===== src/rtl/slcan_pkg.sv =====
package slcan_pkg;

    typedef enum logic [1:0] {
        KIND_NONE  = 2'd0,
        KIND_STD   = 2'd1,
        KIND_EXT   = 2'd2,
        KIND_OTHER = 2'd3
    } kind_t;

    localparam logic [4:0] STD_MIN_LEN   = 5'd6;
    localparam logic [4:0] EXT_MIN_LEN   = 5'd11;
    localparam logic [4:0] STD_ID_DIGITS = 5'd3;
    localparam logic [4:0] EXT_ID_DIGITS = 5'd8;
    localparam logic [4:0] DATA_DIGITS   = 5'd16;
    localparam logic [4:0] POS_MAX       = 5'd31;
    localparam logic [3:0] MAX_BYTES     = 4'd8;

    localparam logic [7:0] CHAR_STD   = 8'h74; // 't'
    localparam logic [7:0] CHAR_EXT   = 8'h54; // 'T'
    localparam logic [7:0] CHAR_0     = 8'h30;
    localparam logic [7:0] CHAR_9     = 8'h39;
    localparam logic [7:0] CHAR_LC_A  = 8'h61;
    localparam logic [7:0] CHAR_LC_F  = 8'h66;
    localparam logic [7:0] CHAR_UC_A  = 8'h41;
    localparam logic [7:0] CHAR_UC_F  = 8'h46;

    typedef struct packed {
        logic       valid;
        logic [3:0] value;
    } hex_t;

    function automatic hex_t hex_decode(input logic [7:0] c);
        hex_t   h;
        logic [7:0] d;
        h = '0;
        d = '0;
        if (c >= CHAR_0 && c <= CHAR_9)
        begin
            d = c - CHAR_0;
            h.valid = 1'b1;
            h.value = d[3:0];
        end
        else if (c >= CHAR_LC_A && c <= CHAR_LC_F)
        begin
            d = c - CHAR_LC_A + 8'd10;
            h.valid = 1'b1;
            h.value = d[3:0];
        end
        else if (c >= CHAR_UC_A && c <= CHAR_UC_F)
        begin
            d = c - CHAR_UC_A + 8'd10;
            h.valid = 1'b1;
            h.value = d[3:0];
        end
        return h;
    endfunction

endpackage


===== src/rtl/slcan_text_to_can_frame_core.sv =====
// Serial-CAN transmit line parser.
// Input channel (in_valid/in_ready): one ASCII character per item in char_in;
// end_of_line marks the last character of a command line. A line starting
// with 't' is a standard frame (3 id digits), 'T' an extended one (8 digits),
// followed by one length digit and two hex digits per data byte.
// Output channel (out_valid/out_ready): one frame per accepted line that is
// long enough (more than 6 or 11 characters); other lines give no item.
// Throughput: one character per cycle unless the output stalls it. Each
// character goes through a single update stage on the line state registers;
// the frame is registered in the output register in the same edge that
// accepts the end-of-line character, so out_valid rises in the next cycle.
// A frame waits in the output register until taken; while it waits and
// out_ready is low, in_ready is low. When out_ready is high the next
// character is taken in the same cycle the frame leaves.
// Reset clears the line state and out_valid; the first character after
// reset starts a new line.
module slcan_text_to_can_frame_core (
    input  logic        clk,
    input  logic        rst_n,
    input  logic        in_valid,
    output logic        in_ready,
    input  logic [7:0]  char_in,
    input  logic        end_of_line,
    output logic        out_valid,
    input  logic        out_ready,
    output logic        is_extended,
    output logic [31:0] frame_id,
    output logic [3:0]  data_length,
    output logic [63:0] payload
);

    logic                 accept;
    logic [4:0]           pos_reg, pos_next;
    slcan_pkg::kind_t     kind_reg, kind_next;
    logic [31:0]          id_reg, id_next;
    logic                 id_stop_reg, id_stop_next;
    logic [3:0]           len_reg, len_next;
    logic [63:0]          pay_reg, pay_next;
    logic                 byte_stop_reg, byte_stop_next;

    logic                 out_valid_reg, out_valid_next;
    logic                 ext_out_reg, ext_out_next;
    logic [31:0]          id_out_reg, id_out_next;
    logic [3:0]           len_out_reg, len_out_next;
    logic [63:0]          pay_out_reg, pay_out_next;

    slcan_pkg::hex_t      hex;
    logic [4:0]           id_digits;
    logic [4:0]           off;
    logic [2:0]           idx;
    logic [7:0]           prev_byte;
    logic [7:0]           dig;
    logic                 std_ok, ext_ok;

    assign accept   = in_valid && in_ready;
    assign in_ready = !out_valid_reg || out_ready;
    assign hex      = slcan_pkg::hex_decode(char_in);
    assign id_digits = (kind_reg == slcan_pkg::KIND_EXT) ? slcan_pkg::EXT_ID_DIGITS
                                                         : slcan_pkg::STD_ID_DIGITS;
    assign off       = pos_reg - (id_digits + 5'd2);
    assign idx       = off[3:1];
    assign prev_byte = pay_reg[{idx, 3'b000} +: 8];
    assign dig       = char_in - slcan_pkg::CHAR_0;

    always_comb
    begin
        pos_next       = pos_reg;
        kind_next      = kind_reg;
        id_next        = id_reg;
        id_stop_next   = id_stop_reg;
        len_next       = len_reg;
        pay_next       = pay_reg;
        byte_stop_next = byte_stop_reg;
        out_valid_next = out_valid_reg && !out_ready;
        ext_out_next   = ext_out_reg;
        id_out_next    = id_out_reg;
        len_out_next   = len_out_reg;
        pay_out_next   = pay_out_reg;
        std_ok         = 1'b0;
        ext_ok         = 1'b0;

        if (accept)
        begin
            if (pos_reg == 5'd0)
            begin
                id_next        = '0;
                id_stop_next   = 1'b0;
                len_next       = '0;
                pay_next       = '0;
                byte_stop_next = 1'b0;
                if (char_in == slcan_pkg::CHAR_STD)
                    kind_next = slcan_pkg::KIND_STD;
                else if (char_in == slcan_pkg::CHAR_EXT)
                    kind_next = slcan_pkg::KIND_EXT;
                else
                    kind_next = slcan_pkg::KIND_OTHER;
            end
            else if (kind_reg == slcan_pkg::KIND_STD || kind_reg == slcan_pkg::KIND_EXT)
            begin
                if (pos_reg <= id_digits)
                begin
                    if (!id_stop_reg)
                    begin
                        if (hex.valid)
                            id_next = {id_reg[27:0], hex.value};
                        else
                            id_stop_next = 1'b1;
                    end
                end
                else if (pos_reg == id_digits + 5'd1)
                begin
                    if (char_in >= slcan_pkg::CHAR_0 && char_in <= slcan_pkg::CHAR_9)
                        len_next = (dig[3:0] > slcan_pkg::MAX_BYTES) ? slcan_pkg::MAX_BYTES
                                                                     : dig[3:0];
                    else
                        len_next = '0;
                end
                else if (pos_reg < id_digits + 5'd2 + slcan_pkg::DATA_DIGITS)
                begin
                    // even offset opens a byte, odd offset completes it
                    if (!off[0])
                    begin
                        byte_stop_next = !hex.valid;
                        pay_next[{idx, 3'b000} +: 8] = hex.valid ? {4'h0, hex.value} : 8'h00;
                    end
                    else if (!byte_stop_reg && hex.valid)
                    begin
                        pay_next[{idx, 3'b000} +: 8] = {prev_byte[3:0], hex.value};
                    end
                end
            end

            if (pos_reg != slcan_pkg::POS_MAX)
                pos_next = pos_reg + 5'd1;

            if (end_of_line)
            begin
                std_ok = (kind_next == slcan_pkg::KIND_STD) && (pos_next > slcan_pkg::STD_MIN_LEN);
                ext_ok = (kind_next == slcan_pkg::KIND_EXT) && (pos_next > slcan_pkg::EXT_MIN_LEN);
                if (std_ok || ext_ok)
                begin
                    out_valid_next = 1'b1;
                    ext_out_next   = ext_ok;
                    id_out_next    = id_next;
                    len_out_next   = len_next;
                    for (int i = 0; i < 8; i++)
                        pay_out_next[i*8 +: 8] = (4'(i) < len_next) ? pay_next[i*8 +: 8]
                                                                    : 8'h00;
                end
                pos_next       = '0;
                kind_next      = slcan_pkg::KIND_NONE;
                id_next        = '0;
                id_stop_next   = 1'b0;
                len_next       = '0;
                pay_next       = '0;
                byte_stop_next = 1'b0;
            end
        end
    end

    always_ff @(posedge clk or negedge rst_n)
    begin
        if (!rst_n)
        begin
            pos_reg       <= '0;
            kind_reg      <= slcan_pkg::KIND_NONE;
            id_reg        <= '0;
            id_stop_reg   <= 1'b0;
            len_reg       <= '0;
            pay_reg       <= '0;
            byte_stop_reg <= 1'b0;
            out_valid_reg <= 1'b0;
        end
        else
        begin
            pos_reg       <= pos_next;
            kind_reg      <= kind_next;
            id_reg        <= id_next;
            id_stop_reg   <= id_stop_next;
            len_reg       <= len_next;
            pay_reg       <= pay_next;
            byte_stop_reg <= byte_stop_next;
            out_valid_reg <= out_valid_next;
        end
    end

    always_ff @(posedge clk)
    begin
        ext_out_reg <= ext_out_next;
        id_out_reg  <= id_out_next;
        len_out_reg <= len_out_next;
        pay_out_reg <= pay_out_next;
    end

    assign out_valid   = out_valid_reg;
    assign is_extended = ext_out_reg;
    assign frame_id    = id_out_reg;
    assign data_length = len_out_reg;
    assign payload     = pay_out_reg;

    // line state: a started line always has a known kind
    a_pos_kind: assert property (@(posedge clk) disable iff (!rst_n)
        pos_reg != 5'd0 |-> kind_reg != slcan_pkg::KIND_NONE)
        else $error("line started without kind");

    a_eol_clears: assert property (@(posedge clk) disable iff (!rst_n)
        accept && end_of_line |=> pos_reg == 5'd0 && kind_reg == slcan_pkg::KIND_NONE)
        else $error("line state not cleared after end of line");

    a_len_clamp: assert property (@(posedge clk) disable iff (!rst_n)
        out_valid |-> data_length <= slcan_pkg::MAX_BYTES)
        else $error("data length above clamp");

    a_std_id: assert property (@(posedge clk) disable iff (!rst_n)
        out_valid && !is_extended |-> frame_id[31:12] == 20'd0)
        else $error("standard id wider than three digits");

    a_pay_mask: assert property (@(posedge clk) disable iff (!rst_n)
        out_valid && data_length < slcan_pkg::MAX_BYTES
            |-> (payload >> {data_length[2:0], 3'b000}) == 64'd0)
        else $error("payload bytes beyond length not zero");

endmodule


===== config.mk =====
export PLATFORM = sky130hd
export DESIGN_NAME = slcan_text_to_can_frame_core
export DESIGN_NICKNAME = d
export VERILOG_FILES = /design/src/rtl/slcan_pkg.sv /design/src/rtl/slcan_text_to_can_frame_core.sv
export SDC_FILE = /design/constraint.sdc
export NUM_CORES = 1
export LEC_CHECK = 0
export BUFFER_PORTS_ARGS = -buffer_cell sky130_fd_sc_hd__buf_4
export CORE_ASPECT_RATIO = 1.4
export CORE_MARGIN = 1
export CORE_UTILIZATION = 51
export DETAILED_ROUTE_END_ITERATION = 10
export MAX_ROUTING_LAYER = met4
export PLACE_DENSITY = 0.71
export SLEW_MARGIN = 20
export SYNTH_ARGS = -nofsm -noshare
export SYNTH_HDL_FRONTEND = slang
export SYNTH_SLANG_ARGS = --single-unit

===== constraint.sdc =====
create_clock -name clk -period 13.45 [get_ports clk]
set_clock_uncertainty 0.2 [all_clocks]
set_input_delay 0.6725 -clock clk [delete_from_list [all_inputs] [get_ports clk]]
set_output_delay 0.6725 -clock clk [all_outputs]
set_load 0.05 [all_outputs]

==> flow_summary.ini, run 1 <==
[status]
status = finished, final reports clean

[logic_synthesis]
ys_warn_count = 0
async_flop_share = 0.521
synth_nets = 1078
synth_top_area_cell = edfxtp_1
ys_seq_area_frac = 0.523
synth_area_per_cell_sq_um = 10.6
synth_most_common_cell = nand2_1
ys.flop_type = dfrtp_1
ys_ff_latch = 211
syn_area_sq_um = 11100
synth_cell_types = 89
synth_cells = 1047
synth.top_cell.area_share = 0.274
synth_common_cells = nand2_1, dfrtp_1, edfxtp_1
synth_edf_count = 101
synthTopCellsByArea = edfxtp_1, dfrtp_1, a22o_1, a21oi_1, nand2_1

[floorplan]
die_area_sq_um = 22300
num_rows = 63
fp.dieH_um = 176
core_area_sq_um = 21200
die_w_um = 126
initial_core_util = 0.521
num_io_pins = 116

[cells_and_area]
antenna_cells = 0
final_util = 0.606
areaGrowthSynthToFinish_pct = 16.2
finalNetCount = 1177
final_cells = 1420
layout-drive-gt1-share = 0.194

[power]
vdd_drop_max_v = 0.0000985
p_total_mw = 1.72
p_leak_nw = 4.83
powerDensity_nw_per_um2 = 134

[detailed_routing]
finalWirelength_mm = 32.1
drt-wirelength-per-cell_um = 22.6
drt_iter0_markers = 836
route.detailed.drc = 0
vias_per_cell = 6.44
dr.pass1.iters = 6
ant_nets = 0
vias = 9147

[critical_path]
worstPathRequired_ps = 13480
cp.arrival_ps = 5240
critical_path.most_common_cell = ha_1
crit_path_top_delay_cell = or4_1
critPathMaxFanout = 27
max_stage_delay_ps = 650
criticalPathCategory = reg2reg
worst_setup_path_end_kind = flop
cp-start-kind = flop
worstPathCellList = ha_1 > inv_1 > ha_1 > inv_1 > fa_1 > buf_4 > inv_1 > ha_1 > ha_1 > or3b_2 > nor2_1 > o211ai_1 > or4_1 > a21oi_1 > nor3_1

[grt]
grt_pass1_wl_mm = 49.4
grt_pass1_vias = 8816
grt-ovfl-total = 0
grt_max_degree = 66
antenna_found_initial = 0
grt_use_total = 0.299

[place]
port_buffers = 115
gp_congestion = 1.03
hpwl_mm = 22.6
placed_cells = 1383

[timing]
tns_ps = 0
hold_viol = 0
hold_ws_ps = 237
setup_viol = 0
finalCriticalPeriod_ps = 5210
fmaxAchievable_mhz = 192
slew-limit-headroom = 0.244
worstMarginPinSlew_ps = 1130
finalMaxSlewViolations = 0
rsz0062_at_grt = false
fin_crit_sh = 0.388

[cts]
path_clk_slew_ps = 70
clock_latency_ps = 510
numCtsBuffers = 20
cts_buffer_depth = 3
htreeDepth = 1
cts_sinks = 211
cts_tree = yes
cts_resized = 0
root_buffer = clkbuf_16

[worst_hold_path]
hold_path.class = in2reg

[flow_run]
maxCapViolCount = 0
[critical path: cells and delay by family (launching register included)]
family                     cells  cell delay [ps]
AOI/OAI and AO/OA              2              420
adders and majority gates      5             1740
DFF                            1              420
and+or+nand+nor                4             1340
buffers and inverters          4              820
[path summary, 6_finish.rpt]
path,start,endpoint,slack (ps),cells after the start
max,kind_reg[1],payload[39],8240,15
min,end_of_line,pos_reg[4],240,2
max reg2reg,kind_reg[1],payload[39],8240,15
min reg2reg,pay_reg[15],pay_reg[15],290,2
max in group asynchronous,rst_n,id_reg[26],11180,3
min in group asynchronous,rst_n,pos_reg[4],540,2
[power breakdown]
part | internal (mW) | switching, mW | leakage (nW) | total [mW]
Clock | 0.322 | 0.250 | 0.325 | 0.572
Combinational | 0.127 | 0.340 | 2.05 | 0.467
Sequential | 0.676 | 0.00587 | 2.46 | 0.682
Total | 1.13 | 0.596 | 4.83 | 1.72
[final cells by class]
type / count / area (sq um)
Multi-Input combinational cell: 753 / 4930
Inverter: 22 / 85.1
Clock inverter: 6 / 53.8
Sequential cell: 211 / 5790
Fill cell: 1813 / 8360
Timing Repair Buffer: 138 / 1040
Clock buffer: 30 / 619
Tap cell: 260 / 325
[metal layers]
| layer | GRT usage | vias to the layer above | routed length, um |
|---|---|---|---|
| met2 | 0.503 | 401 | 16100 |
| met1 | 0.350 | 4464 | 12200 |
| met3 | 0.0385 | 105 | 2140 |
| li1 | - | 4177 | - |
| met4 | 0.157 | 0 | 1640 |
| met5 | - | - | 0 |
[cell usage in the layout (no fill, tap or decap), types with 20 or more instances in the layout]
cell,netlist,layout
nor3_1,32,31
clkbuf_16,0,21
nor2_1,90,90
a211oi_1,41,40
inv_1,20,20
a21oi_1,100,100
edfxtp_1,101,101
dfrtp_1,110,110
a22o_1,64,64
mux2i_1,26,26
buf_4,3,137
nand2_1,130,130
o21ai_0,31,31
[kinds of logic after synthesis]
kind of cell | count (synthesis) | share of synthesized area
XOR/XNOR | 3 | 0.00408
buffers and inverters | 83 | 0.0327
AO/OA/AOI/OAI | 333 | 0.213
AND/OR/NAND/NOR | 360 | 0.166
multiplexers | 39 | 0.0392
adder cells (fa/ha/maj) | 18 | 0.0211
flip-flops | 211 | 0.523
[repair_timing]
action,CTS,global route
hold buffers,1,0
hold endpoints to repair,11,0
setup buffers,0,0
[per-stage QoR]
stage | instance area (sq um) | worst slack (ps)
after CTS | 12800 | 8300
after detailed placement | 12200 | 8330
after global routing | 12800 | 8000
after floorplan | 11100 | 3810
after global placement | 12200 | 8410
final | 12800 | 8240
(Power assumes the default switching activity.)
==> run 2, diff against run 1 <==
ABC_AREA = 1   (was not set)
clock period = 5.2 ns   (was 13.45 ns; I/O delays follow)
==> flow_summary.ini, run 2 <==
[detailed_routing]
ant_nets = 0
drt-wirelength-per-cell_um = 17.3
drt_iter0_markers = 716
route.detailed.drc = 0
vias_per_cell = 5.52
finalWirelength_mm = 30.6
dr.pass1.iters = 5
vias = 9759

[logic_synthesis]
synth.top_cell.area_share = 0.270
synth_area_per_cell_sq_um = 8.19
ys_warn_count = 0
synth_most_common_cell = nand2_1
synth_cell_types = 37
synth_adder_area_share = 0.0207
synth_cells = 1370
synth_edf_count = 101
synthTopCellsByArea = edfxtp_1, dfrtp_1, nand2_1, nand3_1, inv_1
yosys.area_share.simple = 0.320
ys_seq_area_frac = 0.515
syn_area_sq_um = 11200
synth_nets = 1401
synth_compound_area_frac = 0.0643
synth-xor-area-share = 0.00535
synth_top_area_cell = edfxtp_1
ys.flop_type = dfrtp_1
ys_ff_latch = 211
synth_top_family_by_area = simple AND/OR/NAND/NOR gates
async_flop_share = 0.521
synth_common_cells = nand2_1, nand3_1, inv_1
synth.area.mux_share = 0

[grt]
grt_pass1_wl_mm = 49.1
antenna_found_initial = 0
grt_use_total = 0.286
grt_pass1_vias = 9476
grt-ovfl-total = 0
grt_max_degree = 105

[timing]
finalMaxSlewViolations = 0
worstMarginPinSlew_ps = 1070
tns_ps = 0
fmaxAchievable_mhz = 234
slew-limit-headroom = 0.285
hold_viol = 0
rsz0062_at_grt = false
finalCriticalPeriod_ps = 4270
layout_setup_ws_ps = 930
fin_crit_sh = 0.821
setup_viol = 0

[power]
powerDensity_nw_per_um2 = 339
p_leak_nw = 6.10
vdd_drop_max_v = 0.000240

[cells_and_area]
finalNetCount = 1491
antenna_cells = 0
fillerInstances = 1886
areaGrowthSynthToFinish_pct = 16.3
layout-drive-gt1-share = 0.136
layout_common_cells = nand2_1, nand3_1, inv_1
final_common_cell = nand2_1

[cts]
cts_resized = 0
post-cts-setup-buffers = 0
path_clk_slew_ps = 60
cts_tree = yes
cts_buffer_depth = 3
htreeDepth = 1
numCtsBuffers = 22
root_buffer = clkbuf_16
clock_latency_ps = 510
hold_buffers = 4
cts_sinks = 211

[critical_path]
worstPathCellList = inv_1 > ha_1 > inv_1 > ha_1 > inv_1 > fa_1 > buf_4 > inv_1 > ha_1 > ha_1 > inv_1 > nand4_1 > nand3b_1 > inv_1 > nand2_1 > nand2_1 > nand2_1 > nand3_1 > nor2_1
crit_path_top_delay_cell = fa_1
crit_family = adder cells
cp-start-kind = flop
worstPathRequired_ps = 5260
cp.arrival_ps = 4330
criticalPathCategory = reg2reg
crit_buf_inv = 7
max_stage_delay_ps = 650
critPathMaxFanout = 29
worst_setup_path_end_kind = flop
critical_path.most_common_cell = inv_1

[flow_run]
maxCapViolCount = 0

[floorplan]
die_area_sq_um = 22600
die_w_um = 127
core_area_sq_um = 21400
initial_core_util = 0.526
num_rows = 63
num_io_pins = 116
fp.dieH_um = 178

[status]
status = finished, final reports clean

[place]
place_ws_ps = 957
port_buffers = 115
hpwl_mm = 21.0
gp_congestion = 0.979

[worst_hold_path]
hold_path.class = in2reg
-- run 2: layout make-up --
type                    instances  area (sq um)  area share
well taps                     292           365      0.0280
flip-flops and latches        211          5790       0.443
multi-input cells             942          4630       0.354
repair buffers                130           998      0.0764
clock buffers                  30           642      0.0491
clock inverters                10          67.6     0.00517
inverters                     153           577      0.0442
-- run 2: worst paths after layout --
path,start,end,slack [ps],cells after the start
setup / recovery,kind_reg[0],payload[4],930,19
hold / removal,char_in[3],id_reg[3],50,5
setup reg to reg,kind_reg[0],payload[4],930,19
hold reg to reg,pay_reg[14],pay_reg[14],280,2
max in group asynchronous,rst_n,pay_reg[48],3340,3
min in group asynchronous,rst_n,pay_reg[61],160,2
-- run 2: where the power goes --
part | internal, mW | total (mW) | switching, mW | leakage, nW
Clock | 0.871 | 1.54 | 0.666 | 0.346
Combinational | 0.235 | 1.11 | 0.874 | 3.21
Sequential | 1.76 | 1.78 | 0.0163 | 2.54
-- run 2: layer usage --
metal / part of all wire / vias up / global-route usage
li1: - / 4725 / -
met1: 0.41 / 4631 / 0.337
met2: 0.50 / 320 / 0.494
met3: 0.049 / 83 / 0.0344
met4: 0.036 / 0 / 0.122
met5: 0 / - / -
-- run 2: cells by family (layout without fill, tap and decap cells) --
kind of cell | count (synthesis) | count (layout)
compound gates | 123 | 123
xor+xnor | 6 | 6
fa+ha+maj | 18 | 18
buf+inv | 217 | 323
flops | 211 | 211
simple gates | 795 | 795
-- run 2: worst min-delay path: stages --
cell	delay (ps)
buf_4	110
nand2_1	70
nand4_1	120
nand4_1	80
o21ai_0	80
-- run 2: metrics by stage --
step,cells,instance area [sq um],util,hold slack [ps],total power [mW]
5_1_grt,1768,13100,0.611,107,4.62
3_3_place_gp,1724,12300,0.576,181,2.90
3_5_place_dp,1724,12300,0.576,193,2.90
4_1_cts,1768,13100,0.611,46.5,4.42
2_1_floorplan,1370,11200,-,-236,2.59
6_report,1768,13100,0.611,48.6,4.43
==> run 3, diff against run 2 <==
ABC_AREA = 0   (was 1)
PLACE_DENSITY = 0.73   (was 0.71)
clock period = 3.7 ns   (was 5.2 ns; I/O delays follow)
==> flow_summary.ini, run 3 (synthesis gave the netlist of run 1 again) <==
[status]
status = finished, violations left
violations = setup timing

[place]
port_buffers = 115
dpl_cell_area_sq_um = 13300
placed_cells = 1515
gp_congestion = 1.02
hpwl_mm = 24.4

[worst_hold_path]
hold_path.class = in2async

[detailed_routing]
route.detailed.drc = 0
ant_nets = 0
drt_iter0_markers = 790
finalWirelength_mm = 34.1
dr.pass1.iters = 5
vias_per_cell = 6.25
vias = 9800
drt-wirelength-per-cell_um = 21.8

[cells_and_area]
final_util = 0.678
final_cells = 1567
layout_common_cells = buf_4, nand2_1, dfrtp_1
layout-drive-gt1-share = 0.311
antenna_cells = 0
final_cell_area_sq_um = 14400
areaGrowthSynthToFinish_pct = 30.1
finalNetCount = 1322
final_common_cell = buf_4

[cts]
root_buffer = clkbuf_16
path_clk_slew_ps = 70
cts_buffer_depth = 3
cts_tree = yes
htreeDepth = 1
clock_latency_ps = 520
numCtsBuffers = 22
cts_sinks = 211

[power]
p_leak_nw = 5.63
powerDensity_nw_per_um2 = 504
vdd_drop_max_v = 0.000344

[floorplan]
num_rows = 63
fp.dieH_um = 176
initial_core_util = 0.521
core_area_sq_um = 21200
num_io_pins = 116
die_w_um = 126
die_area_sq_um = 22300

[critical_path]
crit_start = kind_reg[0]
crit_path_top_delay_cell = or4_4
worst_setup_path_end_kind = flop
criticalPathCategory = reg2reg
crit_buf_inv = 5
cp.arrival_ps = 3790
cp-start-kind = flop
rrSetupSlack_ps = -20
r2r_start = kind_reg[0]
max_stage_delay_ps = 520
critical_path.most_common_cell = ha_4
worstPathRequired_ps = 3770
worstPathCellList = inv_2 > ha_4 > inv_4 > buf_4 > fa_2 > xor2_4 > inv_4 > ha_4 > ha_4 > or3b_4 > nor2_2 > o211ai_1 > or4_4 > buf_6 > nand2_2 > a21oi_2
crit_family = simple AND/OR/NAND/NOR gates
critPathMaxFanout = 4

[timing]
slew-limit-headroom = 0.456
rsz0062_at_grt = true
setup_viol = 1
tns_ps = -18.4
fmaxAchievable_mhz = 269
layout_setup_ws_ps = -18.4
hold_viol = 0
worstMarginPinSlew_ps = 816
finalCriticalPeriod_ps = 3720
hold_ws_ps = 97.1
fin_crit_sh = 1.00
finalMaxSlewViolations = 0

[grt]
antenna_found_initial = 0
grt-ovfl-total = 0
grt_max_degree = 59
grt_pass1_vias = 9740
grt_use_total = 0.320
grt_pass1_wl_mm = 53.2

[flow_run]
maxCapViolCount = 0
[run 3: changes by cell type in the layout (fill, tap and decap cells not counted), moves of 33 or more]
cell      before  now
a22o_1         0   64
a211oi_1       0   35
o21ai_0       67   30
nor2_1       135   88
buf_4        125  259
nand4_1       78    9
a21oi_1        9   96
nand2_1      363  126
inv_1        145   14
nand3_1      153   17
o21bai_1      35    2
[run 3: metal layers]
layer,GRT usage,vias up,part of all wire,routed length (um)
met5,-,-,0,0
met4,0.179,0,0.055,1880
met3,0.0361,121,0.057,1960
met2,0.549,418,0.51,17300
met1,0.364,4795,0.38,13000
li1,-,4466,-,-
[run 3: timing repair]
item,in CTS,in global routing
hold buffers,11,0
cloned,0,0
pin swaps,10,17
endpoints found under the setup margin,67,99
hold endpoints to repair,74,0
setup buffers,2,2
gates resized for setup,28,22
[run 3: per-stage QoR]
step	worst slack (ps)	total power [mW]
final	-18.4	7.25
after global routing	-84.1	7.49
after CTS	-185	7.18
after detailed placement	-309	4.73
after global placement	-275	4.73
after floorplan	-933	3.77
[run 3: cell type report]
| cell class | instances | area (sq um) |
|---|---|---|
| Inverter | 22 | 87.6 |
| Fill cell | 1644 | 6830 |
| Clock inverter | 8 | 114 |
| Timing Repair Buffer | 281 | 2230 |
| Clock buffer | 32 | 659 |
| Tap cell | 260 | 325 |
| Sequential cell | 211 | 5790 |
| Multi-Input combinational cell | 753 | 5170 |
[run 3: path summary, 6_finish.rpt]
check | endpoint | depth (start not counted)
worst max register to register | payload[34] | 16
min in group clk | kind_reg[0] | 4
max in group asynchronous | pay_reg[49] | 3
worst min-delay path | pos_reg[4] | 2
worst max-delay path | payload[34] | 16
worst min register to register | pay_reg[15] | 2
[run 3: report_power, final]
part           internal [mW]  switching (mW)  leakage [nW]
Clock                   1.39           0.954         0.375
Sequential              2.46          0.0132          2.46
Combinational          0.961            1.47          2.80
